## config.mk

```make
export PLATFORM = sky130hd
export DESIGN_NAME = saturating_int64_power_unit
export DESIGN_NICKNAME = d
export VERILOG_FILES = /design/src/rtl/core/sip_pkg.sv /design/src/rtl/core/sip_mult.sv /design/src/rtl/core/saturating_int64_power_unit.sv
export SDC_FILE = /design/constraint.sdc
export NUM_CORES = 2
export LEC_CHECK = 0
export BUFFER_PORTS_ARGS = -buffer_cell sky130_fd_sc_hd__buf_2
export CORE_MARGIN = 1.5
export CORE_UTILIZATION = 40
export CTS_CLUSTER_DIAMETER = 200
export CTS_CLUSTER_SIZE = 30
export DETAILED_ROUTE_END_ITERATION = 10
export PLACE_DENSITY = 0.52
export SETUP_SLACK_MARGIN = 0.3
export SKIP_LAST_GASP = 1
export SLEW_MARGIN = 0
export SYNTH_ARGS = -nofsm -noshare
export SYNTH_HDL_FRONTEND = slang
export SYNTH_HIERARCHICAL = 1
export SYNTH_SLANG_ARGS = --single-unit
```

## constraint.sdc

```tcl
create_clock -name clk -period 10.6 [get_ports clk]
set_clock_uncertainty 0.05 [all_clocks]
set_input_delay 2.12 -clock clk [delete_from_list [all_inputs] [get_ports clk]]
set_output_delay 2.12 -clock clk [all_outputs]
set_load 0.02 [all_outputs]
```

## src/rtl/core/sip_pkg.sv

```systemverilog
// ----------------------------------------------------------------------------
// sip_pkg: shared definitions for the saturating int64 power unit
// Widths, limits and the response bundle of the shared multiplier.
// ----------------------------------------------------------------------------
package sip_pkg;

	localparam int unsigned WORD_W = 64;
	localparam int unsigned HALF_W = WORD_W / 2;
	localparam int unsigned EXP_W  = 31;

	// largest positive magnitude and the most negative two's complement word
	localparam logic [WORD_W-1:0] MAX_MAG  = {1'b0, {(WORD_W-1){1'b1}}};
	localparam logic [WORD_W-1:0] SIGN_BIT = {1'b1, {(WORD_W-1){1'b0}}};
	localparam logic [WORD_W-1:0] ONE_WORD = {{(WORD_W-1){1'b0}}, 1'b1};

	// multiplier response: one-cycle done strobe with the overflow verdict
	typedef struct packed {
		logic done;
		logic ovf;
	} sip_mul_rsp_t;

endpackage

```

## src/rtl/core/sip_mult.sv

```systemverilog
// ----------------------------------------------------------------------------
// sip_mult: iterative magnitude multiplier with overflow detect
// Multiplies two non-negative magnitudes below 2^63 over a single 32x32
// multiplier in two passes and flags any product above 2^63-1.
// ----------------------------------------------------------------------------
module sip_mult
	import sip_pkg::*;
(
	input  logic              clk,
	input  logic              arst_n,
	input  logic              start,
	input  logic [WORD_W-1:0] a,
	input  logic [WORD_W-1:0] b,
	output logic [WORD_W-1:0] product,
	output sip_mul_rsp_t      rsp
);

	localparam logic [1:0] MS_IDLE = 2'd0;
	localparam logic [1:0] MS_LO   = 2'd1;
	localparam logic [1:0] MS_HI   = 2'd2;
	localparam logic [1:0] MS_SUM  = 2'd3;

	logic [1:0]          state_q;
	logic [WORD_W-1:0]   x_q;
	logic [HALF_W-1:0]   y_q;
	logic                big_q;
	logic [WORD_W-1:0]   p0_q;
	logic [WORD_W-1:0]   p1_q;
	logic [WORD_W-1:0]   product_q;
	sip_mul_rsp_t        rsp_q;

	logic                a_hi_nz;
	logic                b_hi_nz;
	logic [HALF_W-1:0]   mul_x;
	logic [WORD_W-1:0]   mul_p;
	logic [WORD_W+HALF_W-1:0] sum;

	assign a_hi_nz = |a[WORD_W-1:HALF_W];
	assign b_hi_nz = |b[WORD_W-1:HALF_W];

	// the one shared 32x32 multiplier, low half of x first, then high half
	assign mul_x = (state_q == MS_LO) ? x_q[HALF_W-1:0] : x_q[WORD_W-1:HALF_W];
	assign mul_p = mul_x * y_q;

	// recombine the partial products
	assign sum = {{HALF_W{1'b0}}, p0_q} + {p1_q, {HALF_W{1'b0}}};

	// sequencer for the two passes and the final add
	always_ff @(posedge clk or negedge arst_n) begin
		if (!arst_n) begin
			state_q <= MS_IDLE;
			rsp_q   <= '0;
		end else begin
			rsp_q.done <= 1'b0;
			unique case (state_q)
				MS_IDLE: begin
					if (start) begin
						// both high halves set means the product is at least 2^64
						big_q <= a_hi_nz & b_hi_nz;
						if (a_hi_nz) begin
							x_q <= a;
							y_q <= b[HALF_W-1:0];
						end else begin
							x_q <= b;
							y_q <= a[HALF_W-1:0];
						end
						state_q <= (a_hi_nz & b_hi_nz) ? MS_SUM : MS_LO;
					end
				end
				MS_LO: begin
					p0_q    <= mul_p;
					state_q <= MS_HI;
				end
				MS_HI: begin
					p1_q    <= mul_p;
					state_q <= MS_SUM;
				end
				MS_SUM: begin
					product_q  <= sum[WORD_W-1:0];
					rsp_q.done <= 1'b1;
					rsp_q.ovf  <= big_q | (|sum[WORD_W+HALF_W-1:WORD_W-1]);
					state_q    <= MS_IDLE;
				end
				default: state_q <= MS_IDLE;
			endcase
		end
	end

	assign product = product_q;
	assign rsp     = rsp_q;

endmodule

```

## src/rtl/core/saturating_int64_power_unit.sv

```systemverilog
// ----------------------------------------------------------------------------
// saturating_int64_power_unit: signed 64-bit power with saturation
// Square-and-multiply on the base magnitude with a shared multiplier.
// ----------------------------------------------------------------------------
// Usage:
//   A transfer is taken at a rising edge with start high and busy low; it
//   carries base_value and exponent. busy stays high while the item is
//   worked on. The result appears on power_value and overflowed for exactly
//   one cycle with done high; the receiver cannot stall it.
// Sequence:
//   zero base, zero exponent or a base of -2^63 give the result in the
//   cycle after the transfer. Otherwise the unit walks the exponent from
//   its lowest bit up to the highest set bit: for a set bit it decides,
//   multiplies into the running product on the shared multiplier, shifts
//   and squares; for a clear bit it decides, shifts and squares, and the
//   lowest set bit skips its multiply. The top bit needs no squaring;
//   saturation ends the walk early.
// Throughput:
//   one item at a time; a new transfer may start in the cycle done is high.
// Reset:
//   arst_n clears the sequencer and the done strobe; no result is pending.
// ----------------------------------------------------------------------------
module saturating_int64_power_unit
	import sip_pkg::*;
(
	input  logic                     clk,
	input  logic                     arst_n,
	input  logic                     start,
	output logic                     busy,
	input  logic signed [WORD_W-1:0] base_value,
	input  logic        [EXP_W-1:0]  exponent,
	output logic                     done,
	output logic signed [WORD_W-1:0] power_value,
	output logic                     overflowed
);

	localparam logic [2:0] ST_IDLE     = 3'd0;
	localparam logic [2:0] ST_ROUND    = 3'd1;
	localparam logic [2:0] ST_WAIT_ACC = 3'd2;
	localparam logic [2:0] ST_STEP     = 3'd3;
	localparam logic [2:0] ST_WAIT_SQR = 3'd4;

	logic [2:0]        state_q;
	logic [WORD_W-1:0] mag_q;
	logic [WORD_W-1:0] acc_q;
	logic [EXP_W-1:0]  e_q;
	logic              neg_q;
	logic              done_q;
	logic [WORD_W-1:0] power_q;
	logic              ovf_q;

	logic [WORD_W-1:0] raw;
	logic [WORD_W-1:0] base_mag;
	logic              mul_start;
	logic [WORD_W-1:0] mul_a;
	logic [WORD_W-1:0] mul_b;
	logic [WORD_W-1:0] mul_product;
	sip_mul_rsp_t      mul_rsp;
	logic              last_bit;

	assign raw      = base_value;
	assign base_mag = raw[WORD_W-1] ? (~raw + ONE_WORD) : raw;
	assign last_bit = (e_q[EXP_W-1:1] == '0);

	// launch the shared multiplier: accumulate in a round, square in a step
	always_comb begin
		mul_start = 1'b0;
		mul_a     = acc_q;
		mul_b     = mag_q;
		if (state_q == ST_ROUND && e_q[0] && acc_q != ONE_WORD) begin
			mul_start = 1'b1;
		end else if (state_q == ST_STEP && !last_bit) begin
			mul_start = 1'b1;
			mul_a     = mag_q;
		end
	end

	sip_mult u_mult (
		.clk     (clk),
		.arst_n  (arst_n),
		.start   (mul_start),
		.a       (mul_a),
		.b       (mul_b),
		.product (mul_product),
		.rsp     (mul_rsp)
	);

	// sequencer over the exponent bits
	always_ff @(posedge clk or negedge arst_n) begin
		if (!arst_n) begin
			state_q <= ST_IDLE;
			done_q  <= 1'b0;
		end else begin
			done_q <= 1'b0;
			unique case (state_q)
				ST_IDLE: begin
					if (start) begin
						if (raw == '0) begin
							done_q  <= 1'b1;
							power_q <= (exponent == '0) ? ONE_WORD : '0;
							ovf_q   <= 1'b0;
						end else if (exponent == '0) begin
							done_q  <= 1'b1;
							power_q <= ONE_WORD;
							ovf_q   <= 1'b0;
						end else if (raw == SIGN_BIT) begin
							done_q  <= 1'b1;
							power_q <= MAX_MAG;
							ovf_q   <= 1'b1;
						end else begin
							mag_q   <= base_mag;
							acc_q   <= ONE_WORD;
							e_q     <= exponent;
							neg_q   <= raw[WORD_W-1] & exponent[0];
							state_q <= ST_ROUND;
						end
					end
				end
				ST_ROUND: begin
					if (!e_q[0]) begin
						state_q <= ST_STEP;
					end else if (acc_q == ONE_WORD) begin
						// product of one and the magnitude needs no multiply
						acc_q   <= mag_q;
						state_q <= ST_STEP;
					end else begin
						state_q <= ST_WAIT_ACC;
					end
				end
				ST_WAIT_ACC: begin
					if (mul_rsp.done) begin
						if (mul_rsp.ovf) begin
							done_q  <= 1'b1;
							power_q <= MAX_MAG;
							ovf_q   <= 1'b1;
							state_q <= ST_IDLE;
						end else begin
							acc_q   <= mul_product;
							state_q <= ST_STEP;
						end
					end
				end
				ST_STEP: begin
					e_q <= e_q >> 1;
					if (last_bit) begin
						done_q  <= 1'b1;
						power_q <= neg_q ? (~acc_q + ONE_WORD) : acc_q;
						ovf_q   <= 1'b0;
						state_q <= ST_IDLE;
					end else begin
						state_q <= ST_WAIT_SQR;
					end
				end
				ST_WAIT_SQR: begin
					if (mul_rsp.done) begin
						if (mul_rsp.ovf) begin
							done_q  <= 1'b1;
							power_q <= MAX_MAG;
							ovf_q   <= 1'b1;
							state_q <= ST_IDLE;
						end else begin
							mag_q   <= mul_product;
							state_q <= ST_ROUND;
						end
					end
				end
				default: state_q <= ST_IDLE;
			endcase
		end
	end

	assign busy        = (state_q != ST_IDLE);
	assign done        = done_q;
	assign power_value = power_q;
	assign overflowed  = ovf_q;

endmodule

```

==> summary.txt <==
Detailed routing
  • Via density per instance: around 5.4
  • DR vias: approximately 43000
  • DRT Pass-1 Iters: 5
  • Final antenna-violating net count: 0
  • Initial DRC count: 3185
  • Routed WL: 184.2 mm
  • Post-route DRC violation count: 0
  • DR WL/cell: around 23 µm

Critical path
  • Flop-to-flop setup slack: 0.92 ns
  • Critical path peak fanout: 33
  • Worst EP arrival: between 10 and 15 ns
  • Buf/Inv on CP: 6
  • Worst path slowest cell: mux2_2
  • Top delay family on crit path: adder cells
  • Worst path required time: around 11 ns
  • Most Frequent Cell on Critical Path: fa_1
  • Crit start category: register
  • Max stage delay on crit path: slightly below 0.6 ns
  • CP Class: register to register
  • CP Capture Type: register

Clocking
  • Clk slew on worst S/H paths: 0.13 ns
  • Setup Buffers After CTS: 0
  • Post_cts resized: 0
  • CTS buffer count: 21
  • Hold_buf cts: 0
  • H-tree levels: 1
  • Root Driver: clkbuf_16
  • CTS tree: done
  • Max Root-Sink Buffers: 3
  • Clk Latency, worst-skew pair: slightly above 0.6 ns
  • CTS sink count: roughly 520

Timing
  • Setup TNS: 0 ns
  • RSZ-0062 raised after global routing: false
  • Fmax achieved: around 100 MHz
  • Final worst-path cycle share: 91.29%
  • Final-report hold violation count: 0
  • # setup viols final: 0
  • Slew margin rel.: approximately a quarter
  • Minimum clock period: slightly below 10 ns
  • Max-slew violation count: 0
  • Slew @ Worst Pin: around 1.1 ns
  • Worst hold slack: 0.3605 ns

Synth
  • Netlist Area Pre-Place: 60050 µm²
  • Top cell type's share of synthesized area: around 30%
  • Avg Synthesized Cell Area: slightly above 10 µm²
  • Largest area contributor in the netlist: fa_1
  • Async SR Flop Fraction: 1.533%
  • Distinct cells, synth: 87
  • Synth Area in Compound Gates: under 10%
  • Synth area leaders: fa_1 30%, edfxtp_1 26%, ha_1 6.3%, and2_1 6.0%, inv_1 5.9%
  • Seq cells post-synth: ~520
  • Multiplexer share of the synthesized area: 3.134%
  • Number of flops mapped to enable cells by yosys: slightly above 500
  • Seq/Total Area, Yosys: 26.04%
  • Synth Area in Adders: a little over a third
  • Mapped Cells: between 5000 and 6000
  • Synth Warn #: 6
  • Ys flop type: edfxtp_1
  • Synth Net Count: approximately 7200
  • Fraction of synthesized cell area in xor and xnor cells: 3.151%
  • Largest family of logic cells by synthesized area: adder cells
  • Synth Area in Simple Gates: roughly 15%

Die
  • Die width: between 300 and 400 µm
  • Die Y: between 300 and 400 µm
  • Top-Level Pins: 165
  • Core box area: roughly 150000 µm²
  • Rows: 141
  • Starting Density: about 40%
  • Die area: around 150000 µm²

Place
  • GPL Wtd Cong: roughly 0.91
  • Number of port buffers: around 160
  • Dpl hpwl: around 150 mm

Run status
  • Status: completed

Layout
  • Area occupied by multi-input gates: 39740 µm²
  • Fillers: 14530
  • Final #Nets: 7176
  • Layout area overhead: 5.868%
  • Reg area: approximately 16000 µm²
  • Share of cells above drive strength 1: between 8 and 9%

Job
  • Max-cap viol count: 0

GRT
  • All-Layer GR Usage: between 20% and 30%
  • Vias in the first global route: ~44000
  • Initial antenna violation count: 12
  • Remaining global-route overflow: 0
  • Global-route wire length before repair: about 280 mm
  • Pin count of the biggest net entering global routing: ~80

Hold path
  • Min-Delay Path Class: register to register
-- metrics by stage --
stage               setup WS, ns  std cells  util, %  instance area [µm²]
finish                    0.9234       7898    42.85                63570
global route              0.3488       7896    42.84                63560
CTS                       0.8913       7896    42.84                63560
detailed placement        0.9639       7858    42.43                62950
global placement           1.112       7858    42.43                62950
floorplan                  1.848       5918        -                60050
-- kinds of logic (layout without fill, tap and decap cells) --
family / after synthesis / in the layout
AO/OA/AOI/OAI: 734 / 734
flip-flops: 522 / 522
XOR/XNOR: 216 / 216
buffers and inverters: 1261 / 1237
AND/OR/NAND/NOR: 1817 / 1817
adder cells (fa/ha/maj): 1200 / 1200
other: 0 / 2
multiplexers: 168 / 168
-- sequential cells by signal, indices dropped and copies added (netlist names) --
name	cells
u_mult/x_q	64
overflowed	1
u_mult/p1_q	64
u_mult/state_q	2
mag_q	64
neg_q	1
u_mult/y_q	32
done	1
state_q	3
acc_q	64
e_q	31
power_value	64
u_mult/rsp	2
u_mult/p0_q	64
u_mult/big_q	1
u_mult/product	64
-- Yosys cell counts (137+ instances only) --
cell type,count
inv_1,939
fa_1,897
nand2_1,724
and2_1,572
edfxtp_1,514
ha_1,302
clkbuf_1,299
a21oi_1,190
o21ai_0,162
mux2_2,160
nor2_1,158
xor2_1,137
-- layer usage --
metal	global-route usage [%]	share of wire [%]	up-vias
met5	0	0.0071	-
met4	5.426	2.5	2
met3	1.763	4.1	199
met2	42.57	50	1053
met1	32.90	43	22396
li1	-	-	19099
-- placed cells by master (no fill, tap or decap), drive strengths merged, types with 15 or more instances in the layout --
cell type | Yosys | routed
a211oi | 19 | 19
a21o | 76 | 76
a21oi | 191 | 191
a22o | 64 | 64
a31oi | 15 | 15
and2 | 572 | 572
and3 | 23 | 23
buf | 21 | 260
clkbuf | 301 | 36
edfxtp | 514 | 514
fa | 897 | 897
ha | 302 | 302
inv | 939 | 941
mux2 | 160 | 160
nand2 | 724 | 724
nand2b | 18 | 18
nand3 | 42 | 42
nand4 | 51 | 51
nor2 | 158 | 158
nor2b | 18 | 18
nor3 | 23 | 23
nor4 | 70 | 70
o21a | 17 | 17
o21ai | 168 | 168
o31ai | 46 | 46
o41ai | 37 | 37
or3 | 38 | 38
or4 | 31 | 31
xnor2 | 79 | 79
xor2 | 137 | 137
-- final timing paths --
path,end,from,cells past startpoint
max in group asynchronous,u_mult/state_q[0],arst_n,1
setup / recovery,u_mult/p1_q[63],u_mult/state_q[1],27
min in group asynchronous,done,arst_n,1
setup reg to reg,u_mult/p1_q[63],u_mult/state_q[1],27
hold / removal,u_mult/product[27],u_mult/p0_q[27],0
hold reg to reg,u_mult/product[27],u_mult/p0_q[27],0
-- layout make-up --
| cell class | instances | area share (%) |
|---|---|---|
| diodes | 2 | 0.007873 |
| clock buffers | 36 | 0.9152 |
| multi-input cells | 4135 | 62.51 |
| repair buffers | 260 | 2.445 |
| inverters | 939 | 5.545 |
| well taps | 2002 | 3.940 |
| flip-flops and latches | 522 | 24.60 |
| clock inverters | 2 | 0.04527 |
Power is not shown: default switching activity piles up to over one toggle a cycle in this logic, so the estimate is an artifact.
